## config.mk

```make
export PLATFORM = sky130hd
export DESIGN_NAME = clip_rectangle_stack_unit
export DESIGN_NICKNAME = d
export VERILOG_FILES = /design/src/rtl/crs_pkg.sv /design/src/rtl/crs_ram.sv /design/src/rtl/crs_ctrl.sv /design/src/rtl/crs_dpath.sv /design/src/rtl/clip_rectangle_stack_unit.sv
export SDC_FILE = /design/constraint.sdc
export NUM_CORES = 2
export LEC_CHECK = 0
export BUFFER_PORTS_ARGS = -buffer_cell sky130_fd_sc_hd__buf_2
export CAP_MARGIN = 20
export CORE_MARGIN = 3
export CORE_UTILIZATION = 57
export DETAILED_ROUTE_END_ITERATION = 8
export GPL_ROUTABILITY_DRIVEN = 1
export PLACE_DENSITY = 0.77
export SETUP_SLACK_MARGIN = 0.1
export SYNTH_ARGS = -nofsm -noshare
export SYNTH_HDL_FRONTEND = slang
export SYNTH_SLANG_ARGS = --single-unit
```

## constraint.sdc

```tcl
create_clock -name clk -period 15.2 [get_ports clk]
set_clock_uncertainty 0.15 [all_clocks]
set_input_delay 0.76 -clock clk [delete_from_list [all_inputs] [get_ports clk]]
set_output_delay 0.76 -clock clk [all_outputs]
set_load 0.01 [all_outputs]
```

## src/rtl/crs_pkg.sv

```systemverilog
// Shared types, sizes and action codes for the clip rectangle stack.
// Used by every module of the block but crs_ram; depends on nothing.
package crs_pkg;

	localparam int STACK_DEPTH = 16;
	localparam int CNT_W       = $clog2(STACK_DEPTH + 1);
	localparam int ADDR_W      = (STACK_DEPTH > 1) ? $clog2(STACK_DEPTH) : 1;
	localparam int CRD_W       = 15;
	localparam int RECT_W      = 4 * CRD_W;
	localparam int WIDE_W      = 19;
	localparam int OUT_W       = 18;
	localparam int IN_TDATA_W  = 64;
	localparam int IN_TUSER_W  = 4;
	localparam int OUT_TDATA_W = 80;
	localparam int CFG_IDX_W   = 2;

	localparam logic [3:0] ACT_PUSH    = 4'd0;
	localparam logic [3:0] ACT_POP     = 4'd1;
	localparam logic [3:0] ACT_RESET   = 4'd2;
	localparam logic [3:0] ACT_POINT   = 4'd3;
	localparam logic [3:0] ACT_VISIBLE = 4'd4;
	localparam logic [3:0] ACT_HSPAN   = 4'd5;
	localparam logic [3:0] ACT_VSPAN   = 4'd6;
	localparam logic [3:0] ACT_CLIP    = 4'd7;
	localparam logic [3:0] ACT_READ    = 4'd8;

	localparam logic [CFG_IDX_W-1:0] REG_SURF_W = 2'd0;
	localparam logic [CFG_IDX_W-1:0] REG_SURF_H = 2'd1;

	typedef logic [CNT_W-1:0] cnt_t;
	typedef logic signed [WIDE_W-1:0] wide_t;

	typedef struct packed {
		logic [CRD_W-1:0] h;
		logic [CRD_W-1:0] w;
		logic [CRD_W-1:0] y;
		logic [CRD_W-1:0] x;
	} rect_t;

	typedef struct packed {
		logic in_load;
		logic commit;
		logic ram_rd;
		logic pop_commit;
	} crs_cmd_t;

	typedef struct packed {
		logic need_read;
	} crs_stat_t;

	function automatic wide_t smax(input wide_t a, input wide_t b);
		return (a > b) ? a : b;
	endfunction

	function automatic wide_t smin(input wide_t a, input wide_t b);
		return (a < b) ? a : b;
	endfunction

	function automatic wide_t clamp0(input wide_t a);
		return (a < 0) ? '0 : a;
	endfunction

endpackage

```

## src/rtl/crs_ram.sv

```systemverilog
// Generic single-write, single-read RAM with registered read data.
// Holds the rectangle stack; depends on nothing.
module crs_ram #(
	parameter int WIDTH = 8,
	parameter int DEPTH = 16
) (
	input  logic                                   clk,
	input  logic                                   we,
	input  logic [((DEPTH > 1) ? $clog2(DEPTH) : 1)-1:0] waddr,
	input  logic [WIDTH-1:0]                       wdata,
	input  logic                                   re,
	input  logic [((DEPTH > 1) ? $clog2(DEPTH) : 1)-1:0] raddr,
	output logic [WIDTH-1:0]                       rdata
);

	logic [WIDTH-1:0] mem [DEPTH];

	always_ff @(posedge clk) begin
		if (we) begin
			mem[waddr] <= wdata;
		end
		if (re) begin
			rdata <= mem[raddr];
		end
	end

endmodule

```

## src/rtl/crs_ctrl.sv

```systemverilog
// Sequencing state machine of the clip rectangle stack.
// Depends on crs_pkg; drives the datapath through crs_cmd_t.
module crs_ctrl
	import crs_pkg::*;
(
	input  logic      clk,
	input  logic      arst_n,
	input  logic      s_tvalid,
	output logic      s_tready,
	output logic      m_tvalid,
	input  logic      m_tready,
	input  crs_stat_t stat,
	output crs_cmd_t  cmd
);

	localparam logic [1:0] ST_IDLE  = 2'd0;
	localparam logic [1:0] ST_EXEC  = 2'd1;
	localparam logic [1:0] ST_POPRD = 2'd2;

	logic [1:0] state_q, state_d;
	logic       out_valid_q;
	logic       out_free;

	assign out_free = !out_valid_q || m_tready;
	assign s_tready = (state_q == ST_IDLE);
	assign m_tvalid = out_valid_q;

	always_comb begin
		state_d = state_q;
		cmd     = '0;
		case (state_q)
			ST_IDLE: begin
				if (s_tvalid) begin
					cmd.in_load = 1'b1;
					state_d     = ST_EXEC;
				end
			end
			ST_EXEC: begin
				if (stat.need_read) begin
					cmd.ram_rd = 1'b1;
					state_d    = ST_POPRD;
				end else if (out_free) begin
					cmd.commit = 1'b1;
					state_d    = ST_IDLE;
				end
			end
			ST_POPRD: begin
				if (out_free) begin
					cmd.pop_commit = 1'b1;
					state_d        = ST_IDLE;
				end
			end
			default: begin
				state_d = ST_IDLE;
			end
		endcase
	end

	always_ff @(posedge clk or negedge arst_n) begin
		if (!arst_n) begin
			state_q     <= ST_IDLE;
			out_valid_q <= 1'b0;
		end else begin
			state_q <= state_d;
			if (cmd.commit || cmd.pop_commit) begin
				out_valid_q <= 1'b1;
			end else if (m_tready) begin
				out_valid_q <= 1'b0;
			end
		end
	end

endmodule

```

## src/rtl/crs_dpath.sv

```systemverilog
// Datapath of the clip rectangle stack: input and result registers, surface
// registers, active rectangle, depth counter and the stack RAM. Uses crs_pkg.
module crs_dpath
	import crs_pkg::*;
(
	input  logic                   clk,
	input  logic                   arst_n,
	input  logic [IN_TDATA_W-1:0]  s_tdata,
	input  logic [IN_TUSER_W-1:0]  s_tuser,
	output logic [OUT_TDATA_W-1:0] m_tdata,
	input  logic                   cfg_valid,
	input  logic [CFG_IDX_W-1:0]   cfg_index,
	input  logic [CRD_W-1:0]       cfg_data,
	input  crs_cmd_t               cmd,
	output crs_stat_t              stat
);

	logic [3:0]       act_q;
	logic [15:0]      x_q, y_q, w_q, h_q;
	logic [CRD_W-1:0] surf_w_q, surf_h_q;
	rect_t            active_q;
	cnt_t             count_q;
	rect_t            rd_rect;
	rect_t            push_rect;
	logic             depth0, full, ram_we;

	wide_t ax, ay, aw, ah, ax2, ay2, sw, sh;
	wide_t x, y, w, h, xw, yh;
	wide_t mx, my, cw, ch, nx2, ny2;
	wide_t px0, py0, pw0, ph0, qx, qy, qw, qh, qw1, qh1, rw, rh;
	wide_t ex, ey;
	wide_t sx1, sw2, sy1, sh2;
	wide_t res_x, res_y, res_w, res_h;
	logic  res_pass;
	cnt_t  res_cnt;

	always_ff @(posedge clk) begin
		if (cmd.in_load) begin
			act_q <= s_tuser;
			x_q   <= s_tdata[15:0];
			y_q   <= s_tdata[31:16];
			w_q   <= s_tdata[47:32];
			h_q   <= s_tdata[63:48];
		end
	end

	always_ff @(posedge clk or negedge arst_n) begin
		if (!arst_n) begin
			surf_w_q <= CRD_W'(640);
			surf_h_q <= CRD_W'(480);
		end else if (cfg_valid) begin
			if (cfg_index == REG_SURF_W) begin
				surf_w_q <= cfg_data;
			end else if (cfg_index == REG_SURF_H) begin
				surf_h_q <= cfg_data;
			end
		end
	end

	assign depth0 = (count_q == '0);
	assign full   = (count_q == CNT_W'(STACK_DEPTH));
	assign stat.need_read = (act_q == ACT_POP) && (count_q > CNT_W'(1));

	assign sw  = {4'b0, surf_w_q};
	assign sh  = {4'b0, surf_h_q};
	assign ax  = depth0 ? '0 : {4'b0, active_q.x};
	assign ay  = depth0 ? '0 : {4'b0, active_q.y};
	assign aw  = depth0 ? sw : {4'b0, active_q.w};
	assign ah  = depth0 ? sh : {4'b0, active_q.h};
	assign ax2 = ax + aw;
	assign ay2 = ay + ah;

	assign x  = {{3{x_q[15]}}, x_q};
	assign y  = {{3{y_q[15]}}, y_q};
	assign w  = {{3{w_q[15]}}, w_q};
	assign h  = {{3{h_q[15]}}, h_q};
	assign xw = x + w;
	assign yh = y + h;

	// intersection with the active rectangle, shared by push and rect clip
	assign mx  = smax(x, ax);
	assign my  = smax(y, ay);
	assign nx2 = smin(xw, ax2);
	assign ny2 = smin(yh, ay2);
	assign cw  = nx2 - mx;
	assign ch  = ny2 - my;

	// push: intersect unless empty, then clamp to the surface
	assign px0 = depth0 ? x : mx;
	assign py0 = depth0 ? y : my;
	assign pw0 = depth0 ? w : clamp0(cw);
	assign ph0 = depth0 ? h : clamp0(ch);
	assign qx  = (px0 < 0) ? '0 : px0;
	assign qy  = (py0 < 0) ? '0 : py0;
	// a negative corner only occurs at depth 0, where corner plus size is x+w
	assign qw1 = (px0 < 0) ? clamp0(xw) : pw0;
	assign qh1 = (py0 < 0) ? clamp0(yh) : ph0;
	assign qw  = qw1;
	assign qh  = qh1;
	// far edge of the clamped rectangle, taken without another adder
	assign ex  = (px0 < 0) ? qw1 : (depth0 ? xw : smax(nx2, mx));
	assign ey  = (py0 < 0) ? qh1 : (depth0 ? yh : smax(ny2, my));
	assign rw  = clamp0((ex > sw) ? sw - qx : qw);
	assign rh  = clamp0((ey > sh) ? sh - qy : qh);
	assign push_rect = '{h: rh[CRD_W-1:0], w: rw[CRD_W-1:0],
		y: qy[CRD_W-1:0], x: qx[CRD_W-1:0]};

	// span clips: the clipped end is still x+w (or y+h)
	assign sx1 = (x < ax) ? ax : x;
	assign sw2 = (xw > ax2) ? ax2 - sx1 : ((x < ax) ? xw - ax : w);
	assign sy1 = (y < ay) ? ay : y;
	assign sh2 = (yh > ay2) ? ay2 - sy1 : ((y < ay) ? yh - ay : h);

	always_comb begin
		res_x    = ax;
		res_y    = ay;
		res_w    = aw;
		res_h    = ah;
		res_pass = 1'b0;
		res_cnt  = count_q;
		ram_we   = 1'b0;
		case (act_q)
			ACT_PUSH: begin
				if (!full) begin
					ram_we   = cmd.commit;
					res_cnt  = count_q + CNT_W'(1);
					res_pass = 1'b1;
					res_x    = qx;
					res_y    = qy;
					res_w    = rw;
					res_h    = rh;
				end
			end
			ACT_POP: begin
				if (!depth0) begin
					res_cnt  = '0;
					res_pass = 1'b1;
					res_x    = '0;
					res_y    = '0;
					res_w    = sw;
					res_h    = sh;
				end
			end
			ACT_RESET: begin
				res_cnt  = '0;
				res_pass = 1'b1;
				res_x    = '0;
				res_y    = '0;
				res_w    = sw;
				res_h    = sh;
			end
			ACT_POINT: begin
				res_x    = x;
				res_y    = y;
				res_w    = '0;
				res_h    = '0;
				res_pass = (x >= ax) && (x < ax2) && (y >= ay) && (y < ay2);
			end
			ACT_VISIBLE: begin
				res_x    = x;
				res_y    = y;
				res_w    = w;
				res_h    = h;
				res_pass = (aw > 0) && (ah > 0) && (w > 0) && (h > 0) &&
					(x < ax2) && (xw > ax) && (y < ay2) && (yh > ay);
			end
			ACT_HSPAN: begin
				res_x = x;
				res_y = y;
				res_w = w;
				res_h = '0;
				if ((w > 0) && (y >= ay) && (y < ay2)) begin
					res_x    = sx1;
					res_w    = sw2;
					res_pass = (sw2 > 0);
				end
			end
			ACT_VSPAN: begin
				res_x = x;
				res_y = y;
				res_w = '0;
				res_h = h;
				if ((h > 0) && (x >= ax) && (x < ax2)) begin
					res_y    = sy1;
					res_h    = sh2;
					res_pass = (sh2 > 0);
				end
			end
			ACT_CLIP: begin
				res_x = x;
				res_y = y;
				res_w = w;
				res_h = h;
				if ((w > 0) && (h > 0)) begin
					res_x    = mx;
					res_y    = my;
					res_w    = cw;
					res_h    = ch;
					res_pass = (cw > 0) && (ch > 0);
				end
			end
			ACT_READ: begin
				res_pass = (aw > 0) && (ah > 0);
			end
			default: begin
				res_pass = 1'b0;
			end
		endcase
	end

	crs_ram #(
		.WIDTH(RECT_W),
		.DEPTH(STACK_DEPTH)
	) u_ram (
		.clk  (clk),
		.we   (ram_we),
		.waddr(ADDR_W'(count_q)),
		.wdata(push_rect),
		.re   (cmd.ram_rd),
		.raddr(ADDR_W'(count_q - CNT_W'(1)) - ADDR_W'(1)),
		.rdata(rd_rect)
	);

	always_ff @(posedge clk or negedge arst_n) begin
		if (!arst_n) begin
			count_q <= '0;
		end else if (cmd.commit) begin
			count_q <= res_cnt;
		end else if (cmd.pop_commit) begin
			count_q <= count_q - CNT_W'(1);
		end
	end

	always_ff @(posedge clk) begin
		if (ram_we) begin
			active_q <= push_rect;
		end else if (cmd.pop_commit) begin
			active_q <= rd_rect;
		end
	end

	always_ff @(posedge clk) begin
		if (cmd.commit) begin
			m_tdata <= {2'b0, 5'(res_cnt), res_pass, res_h[OUT_W-1:0],
				res_w[OUT_W-1:0], res_y[OUT_W-1:0], res_x[OUT_W-1:0]};
		end else if (cmd.pop_commit) begin
			m_tdata <= {2'b0, 5'(count_q - CNT_W'(1)), 1'b1,
				3'b0, rd_rect.h, 3'b0, rd_rect.w, 3'b0, rd_rect.y, 3'b0, rd_rect.x};
		end
	end

endmodule

```

## src/rtl/clip_rectangle_stack_unit.sv

```systemverilog
// Clip rectangle stack: the result is registered in the execute state after the
// input transfer, or after one stack RAM read for a pop that uncovers a stacked
// rectangle. One item at a time, set by the accept/execute sequence and the
// single RAM read port; a stalled output holds the block until it is free.
// Reset: depth 0, surface 640 x 480, no result pending; the stack RAM is not
// cleared, its entries are written by push before they are read.
module clip_rectangle_stack_unit
	import crs_pkg::*;
(
	input  logic                   clk,
	input  logic                   arst_n,
	// input items
	input  logic                   s_tvalid,
	output logic                   s_tready,
	// [15:0] pos_x, [31:16] pos_y, [47:32] size_w, [63:48] size_h
	input  logic [IN_TDATA_W-1:0]  s_tdata,
	// [3:0] action
	input  logic [IN_TUSER_W-1:0]  s_tuser,
	// result items
	output logic                   m_tvalid,
	input  logic                   m_tready,
	// [17:0] out_x, [35:18] out_y, [53:36] out_w, [71:54] out_h,
	// [72] pass, [77:73] stack_level, [79:78] zero
	output logic [OUT_TDATA_W-1:0] m_tdata,
	// configuration writes: index 0 surface_width, 1 surface_height
	input  logic                   cfg_valid,
	output logic                   cfg_ready,
	input  logic [CFG_IDX_W-1:0]   cfg_index,
	input  logic [CRD_W-1:0]       cfg_data
);

	crs_cmd_t  cmd;
	crs_stat_t stat;

	// surface registers take a write in any cycle
	assign cfg_ready = 1'b1;

	// controller: accept, execute, optional RAM read, hand over to output
	crs_ctrl u_ctrl (
		.clk     (clk),
		.arst_n  (arst_n),
		.s_tvalid(s_tvalid),
		.s_tready(s_tready),
		.m_tvalid(m_tvalid),
		.m_tready(m_tready),
		.stat    (stat),
		.cmd     (cmd)
	);

	// datapath: geometry, depth counter, active rectangle, stack RAM
	crs_dpath u_dpath (
		.clk      (clk),
		.arst_n   (arst_n),
		.s_tdata  (s_tdata),
		.s_tuser  (s_tuser),
		.m_tdata  (m_tdata),
		.cfg_valid(cfg_valid),
		.cfg_index(cfg_index),
		.cfg_data (cfg_data),
		.cmd      (cmd),
		.stat     (stat)
	);

endmodule

```

==> Yosys cells after proc, flatten, opt, wreduce, memory -nomap -nowiden <==
Memory sizes are Yosys's and may differ from the RTL's. A register that Yosys moved wholly into a read port is not among the register bits.
Cells that the tools add are included.
{ "op_classes": {"muxes": 88, "n_shift": 0, "bitwise": 1, "n_eq_ne": 13, "reduce_logical": 33, "n_mul": 0, "div": 0, "n_addsub": 15, "n_lt_le_gt_ge": 35} }
{ "ops": {"columns": ["operator", "n"], "rows": [
  ["2-to-1 mux 19 bit", 30],
  ["2-to-1 mux 18 bit", 18],
  ["case mux 18 bit (7 select lines)", 2],
  ["case mux 18 bit (6 select lines)", 2],
  ["2-to-1 mux 78 bit", 2],
  ["2-to-1 mux 60 bit", 2],
  ["> comparator 19 x 1 -> 1 bit, second input constant", 6],
  ["< comparator 19 x 1 -> 1 bit, second input constant", 6],
  ["subtractor 19 bit", 4],
  ["2-to-1 mux 15 bit", 4],
  ["adder 19 bit", 2],
  ["> comparator 17 x 19 -> 1 bit", 2],
  ["> comparator 19 x 16 -> 1 bit", 2],
  ["> comparator 19 bit", 2],
  ["< comparator 16 x 19 -> 1 bit", 2],
  ["< comparator 17 x 19 -> 1 bit", 2],
  ["subtractor 16 x 19 -> 19 bit", 2],
  ["subtractor 17 x 16 -> 18 bit", 2],
  ["adder 16 x 16 -> 17 bit", 2],
  ["> comparator 17 x 16 -> 1 bit", 2],
  ["< comparator 17 x 1 -> 1 bit, second input constant", 2],
  ["greater-or-equal comparator 16 bit", 2],
  ["> comparator 16 x 1 -> 1 bit, second input constant", 2],
  ["> comparator 16 bit", 2],
  ["31 further kinds", 81]
]} }
{ "word_totals": {"mem_count": 1, "mem_bits_rw": 960, "out_inout_bits": 83, "latchBits": 0, "inputBits": 90, "rom_bits": 0, "regBits": 244} }
{ "mem_list": {"columns": ["name", "words", "word_bits", "rd", "rd_clocked_by_memory_dff", "write_ports", "line", "text"], "rows": [
  ["u_dpath.u_ram.mem", 16, 60, 1, 1, 1, "crs_ram.sv:16", "logic [WIDTH-1:0] mem [DEPTH];"]
]} }

==> Depth between registers and ports, before layout <==
{ "logic_depth": {"ltp_word": 18, "depth_mapped": 72, "ltp_nobuf": 57} }

==> Modules after synthesis <==
A second synthesis with hierarchy kept.
{ "hier_totals": {"hier_cells": 5195, "hier_area_um2": 66897.9} }
{ "modules_own_cells": {"columns": ["module", "area_each_um2", "cells_per_inst", "n_inst"], "rows": [
  ["crs_ram", 37717.4, 1548, 1],
  ["crs_dpath", 29005.3, 3628, 1],
  ["crs_ctrl", 163.9, 17, 1],
  ["clip_rectangle_stack_unit", 11.3, 2, 1]
]} }

==> Worst setup path after synthesis <==
No wires, ideal clock.
{ "synth_timing": {"kind": "register to register", "from": "register u_dpath.count_q[0]", "to": "register u_dpath.m_tdata[65], data pin", "path_slack_ps": 204, "arrival_ps": 14671, "period_less_slack_ps": 14996, "stages_incl_launch_ff": 66, "setup_ps": 175, "path_cell_list": "dfrtp_1 clkbuf_1 clkbuf_1 buf_1 inv_1 ha_1 or4b_4 buf_6 clkbuf_1 clkbuf_1 clkbuf_1 clkbuf_1 clkbuf_1 clkbuf_1 o21ai_0 ha_1 nand3_1 o21ai_0 (+30 left out) a211oi_1 a21oi_1 o22ai_1 ha_1 a21o_1 a21o_1 a21o_1 a21o_1 a221oi_1 o21ai_0 o21bai_1 a21oi_1 a221oi_1 a221oi_2 clkbuf_1 o31ai_1 a221oi_1 a311oi_1"} }
{ "synth_via": {"elab_chain_cells": 18, "word_cells_on_any_way": 50, "classes_between": "add/sub: 6; order compare: 12; eq/ne: 1; mux: 27; reduce/logical: 4"} }
{ "synth_rtl": {"columns": ["element", "line", "text"], "rows": [
  ["start, declared", "crs_dpath.sv:22", "cnt_t count_q;"],
  ["start signal, assigned", "crs_dpath.sv:228", "count_q <= res_cnt;"],
  ["start signal, assigned", "crs_dpath.sv:230", "count_q <= count_q - CNT_W'(1);"],
  ["logical NOT 5 bit (*)", "crs_dpath.sv:60", "assign depth0 = (count_q == '0);"],
  ["2-to-1 mux 15 bit (on tied branches)", "crs_dpath.sv:67, crs_dpath.sv:69", null],
  ["adder 19 bit", "crs_dpath.sv:71", "assign ay2 = ay + ah;"],
  ["< comparator 17 x 19 -> 1 bit", "crs_pkg.sv:56", "return (a < b) ? a : b;"],
  ["2-to-1 mux 19 bit", "crs_pkg.sv:56", null],
  ["subtractor 19 bit", "crs_dpath.sv:86", "assign ch = ny2 - my;"],
  ["< comparator 19 x 1 -> 1 bit", "crs_pkg.sv:60", "return (a < 0) ? '0 : a;"],
  ["2-to-1 mux 19 bit", "crs_pkg.sv:60", null],
  ["(+3 left out)", null, null],
  ["> comparator 19 x 16 -> 1 bit", "crs_dpath.sv:104", "assign rh = clamp0((ey > sh) ? sh - qy : qh);"],
  ["2-to-1 mux 19 bit (*)", "crs_dpath.sv:104", null],
  ["< comparator 19 x 1 -> 1 bit", "crs_pkg.sv:60", null],
  ["2-to-1 mux 18 bit (*)", "crs_pkg.sv:60", null],
  ["net u_dpath.rh[11]", "crs_dpath.sv:30", "wide_t px0, py0, pw0, ph0, qx, qy, qw, qh, qw1, qh1, rw, rh;"],
  ["2-to-1 mux 18 bit (*)", "crs_dpath.sv:124", "if (!full) begin"],
  ["case mux 18 bit (7 select lines) (*)", "crs_dpath.sv:122", "case (act_q)"],
  ["2-to-1 mux 78 bit (*)", "crs_dpath.sv:243", "if (cmd.commit) begin"],
  ["end signal, assigned", "crs_dpath.sv:244", "m_tdata <= {2'b0, 5'(res_cnt), res_pass, res_h[OUT_W-1:0],"],
  ["end signal, assigned", "crs_dpath.sv:247", "m_tdata <= {2'b0, 5'(count_q - CNT_W'(1)), 1'b1,"],
  ["end, declared", "crs_dpath.sv:10", "output logic [OUT_TDATA_W-1:0] m_tdata,"]
]} }
Mark *: on every way through the listed nets, which the timed path passes. The rest lies on a longest branch.
A chain may end at the register's enable or synchronous reset.

==> Worst setup path after layout <==
{ "layout_timing": {"from": "register u_dpath.count_q[1]", "to": "register u_dpath.m_tdata[65], data pin"} }
Same word-level chain as after synthesis.

==> flow_summary.yaml <==
placed_design:
  pre_cts_slack_ns: 0.535
  numPortBuffers: 169
  place_congestion: 1.08
  hpwl_mm: 170
  dpl.cell_count: 6741
floorplanning:
  start_util: 0.577
  die_height_microns: 350
  core-area_sq_um: 117000
  fp.dieW_microns: 350
  dieArea_sq_um: 122000
  io_pins: 173
  placementRows: 125
critical_path:
  critPathArrivalTime_ns: 14.79
  cp.required_ns: 15.51
  cp-end-kind: "register"
  ff2ff_path_depth: 52
  r2r-start: "u_dpath.count_q[1]"
  r2r_setup_slack_ns: 0.73
  worstSetupPathType: "reg -> reg"
  r2r-end: "u_dpath.m_tdata[65]"
  cp_max_fo: 39
  startpoint_type: "register"
  startpoint: "u_dpath.count_q[1]"
  cpPeakStageDelay_ns: 0.74
  cpMaxStageDelayCell: "or4b_4"
detailed_routing:
  ant_nets: 0
  drt-initial-drc-count: 8582
  via_per_inst: 7.28
  routed_wl_mm: 257
  post-route-drc-count: 9
  post_drt_wl_per_cell_microns: 36.5
  vias: 51263
  first_pass_iters: 9
power_and_ir_drop:
  ir_worst_vdd_uv: 199
  leakagePower_uw: 0.0270
  power_density_nw_per_um2: 277
  finalPower_uw: 20900
cts:
  cts_buffer_depth: 3
  cts_root_buf: "clkbuf_16"
  cts.sinks: 1260
  insertion_delay_ns: 0.79
  cts_tree: "yes"
  cts_buffers: 121
  ctsHtreeMaxLevel: 3
  cts.reportedPaths.clkPinSlew_ns: 0.07
min_path:
  holdPathEnd: "u_dpath.h_q[12]"
  whs_path_depth: 1
  min_path_type: "in -> reg"
  hp-start: "s_tdata[60]"
timing:
  timing.fmax_ghz: 0.0691
  worst_pin_slew_ns: 1.21
  hold_viol: 0
  slew_headroom: 0.187
  setup_viol: 0
  fin_crit_ns: 14.47
  drv_slew: 0
  min_period_over_period: 0.952
  final.setup.worst_slack_ns: 0.729
  finalSetupTns_ns: 0
  rsz0062_at_grt: "no"
logic_synthesis:
  synth_edf_count: 1222
  yosysMostFrequentCell: "edfxtp_1"
  ys_seq_area_frac: 0.559
  yosysWarnings: 0
  syn_area_sq_um: 67300
  ys_ff_latch: 1260
  netlist_top_cells_count: "1222 x edfxtp_1, 404 x a21oi_1, 385 x nand2_1"
  ys_async_sr_fraction: 0.0302
  postSynthCellCount: 5161
  yosys.area.top_type_share: 0.545
  synth_area_per_cell_sq_um: 13.0
  yosysTopAreaCell: "edfxtp_1"
  yosys-top-cells-area: "edfxtp_1 54%, mux4_2 10%, ha_1 5.5%"
  synth_flop_cell: "edfxtp_1"
  synth_cell_types: 105
layout:
  fin_nets: 5793
  finalCoreUtilization: 0.645
  fill_cells: 8327
  drive_above_1_share: 0.176
  area_growth_pct: 11.7
  instances_no_fill: 7037
global_route:
  grt_antenna_before_repair: 20
  grt_pass1_wl_mm: 360
  overflow: 0
  first_global_vias: 48862
  track_usage: 0.414
  grt_max_degree: 152
outcome:
  outcome: "finished with violations"
  violations: "DRC"
job:
  cap_violations: 0
how the worst max path moves through the flow:
stage / end / slack, ns / depth (start not counted)
3_5_place_dp: u_dpath.u_ram.mem[8][33] / 0.54 / 47
2_1_floorplan: u_dpath.m_tdata[65] / 0.20 / 65
4_1_cts: u_dpath.u_ram.mem[2][43] / 0.38 / 46
3_3_place_gp: u_dpath.u_ram.mem[0][43] / 0.69 / 47
6_report: u_dpath.m_tdata[65] / 0.73 / 52
5_1_grt: u_dpath.m_tdata[69] / 0.16 / 54
cells in the final DEF, fill, tap and decap left out, drive strengths merged, types with 21 or more instances in the layout:
cell type / n
o21ai: 344
xnor2: 117
mux4: 300
dlygate4sd3: 51
nand2b: 47
o31ai: 23
nor4: 28
a221o: 25
mux2: 56
nand2: 385
nor2: 265
nand4: 45
xor2: 53
o22ai: 22
and2: 47
and3: 23
clkbuf: 145
ha: 296
a31oi: 45
a22o: 23
inv: 247
nor2b: 46
o21a: 45
o211ai: 32
o221ai: 25
edfxtp: 1222
a21o: 64
a21oi: 404
or3: 21
a22oi: 23
a211oi: 46
dfrtp: 32
nor3: 81
a221oi: 55
clkinv: 53
mux2i: 76
buf: 327
nand3: 69
where the power goes:
part	total, uW	switching (uW)	internal [uW]
logic	12100	7920	4230
clock network	3200	1430	1770
registers	5520	195	5320
total	20900	9550	11300
flip-flops by register name (all words and copies together) (netlist names), 16 cells and up:
name / count
u_dpath.active_q: 60
u_dpath.h_q: 16
u_dpath.m_tdata: 74
u_dpath.u_ram.mem: 960
u_dpath.u_ram.rdata: 60
u_dpath.w_q: 16
u_dpath.x_q: 16
u_dpath.y_q: 16
per-stage QoR:
stage / instance area [sq um] / hold WS (ns)
2_1_floorplan: 67400 / 0.314
3_3_place_gp: 70400 / 0.395
3_5_place_dp: 70400 / 0.403
4_1_cts: 75100 / 0.00186
5_1_grt: 75200 / 0.0218
6_report: 75200 / 0.0352
timing repair:
action	CTS	global route
endpoints found under the hold margin	82	0
endpoints found under the setup margin	0	222
buffers inserted	0	0
resized for setup	0	5
hold buffers	51	0
logic make-up (layout without fill, tap and decap cells):
family | Yosys count | after routing | synth area share
XOR/XNOR | 172 | 172 | 0.0228
buffers and inverters | 509 | 853 | 0.0294
adder cells (fa/ha/maj) | 316 | 316 | 0.0592
AND/OR/NAND/NOR | 1122 | 1122 | 0.0795
multiplexers | 432 | 432 | 0.121
flip-flops | 1260 | 1260 | 0.559
other | 2 | 10 | 0.000112
AO/OA/AOI/OAI | 1348 | 1348 | 0.129
final cells by class:
| class | instances | area [sq um] | share of cell area |
|---|---|---|---|
| Multi-Input combinational cell | 3393 | 27900 | 0.371 |
| Sequential cell | 1260 | 37700 | 0.501 |
| Clock inverter | 86 | 1050 | 0.0140 |
| Antenna cell | 7 | 17.5 | 0.000233 |
| Clock buffer | 144 | 3110 | 0.0414 |
| Timing Repair Buffer | 379 | 2620 | 0.0348 |
| Tap cell | 1524 | 1910 | 0.0253 |
| Inverter | 244 | 917 | 0.0122 |
critical path, delay by kind of cell (launching register included):
| kind | cells | cell delay [ns] |
|---|---|---|
| and+or+nand+nor | 7 | 1.75 |
| xor gates and xnor gates | 1 | 0.36 |
| buffers and inverters | 5 | 0.99 |
| muxes | 1 | 0.35 |
| adders and majority gates | 9 | 2.84 |
| DFF | 1 | 0.47 |
| AOI/OAI and AO/OA | 29 | 7.24 |
layer usage:
| layer | global-route usage | vias to the layer above | part of all wire |
|---|---|---|---|
| met1 | 0.581 | 25184 | 0.38 |
| met3 | 0.153 | 804 | 0.15 |
| met5 | 0 | - | 0.00054 |
| met2 | 0.585 | 4530 | 0.42 |
| li1 | - | 20723 | - |
| met4 | 0.172 | 22 | 0.048 |
No activity file was read; power rests on OpenSTA's default activity.
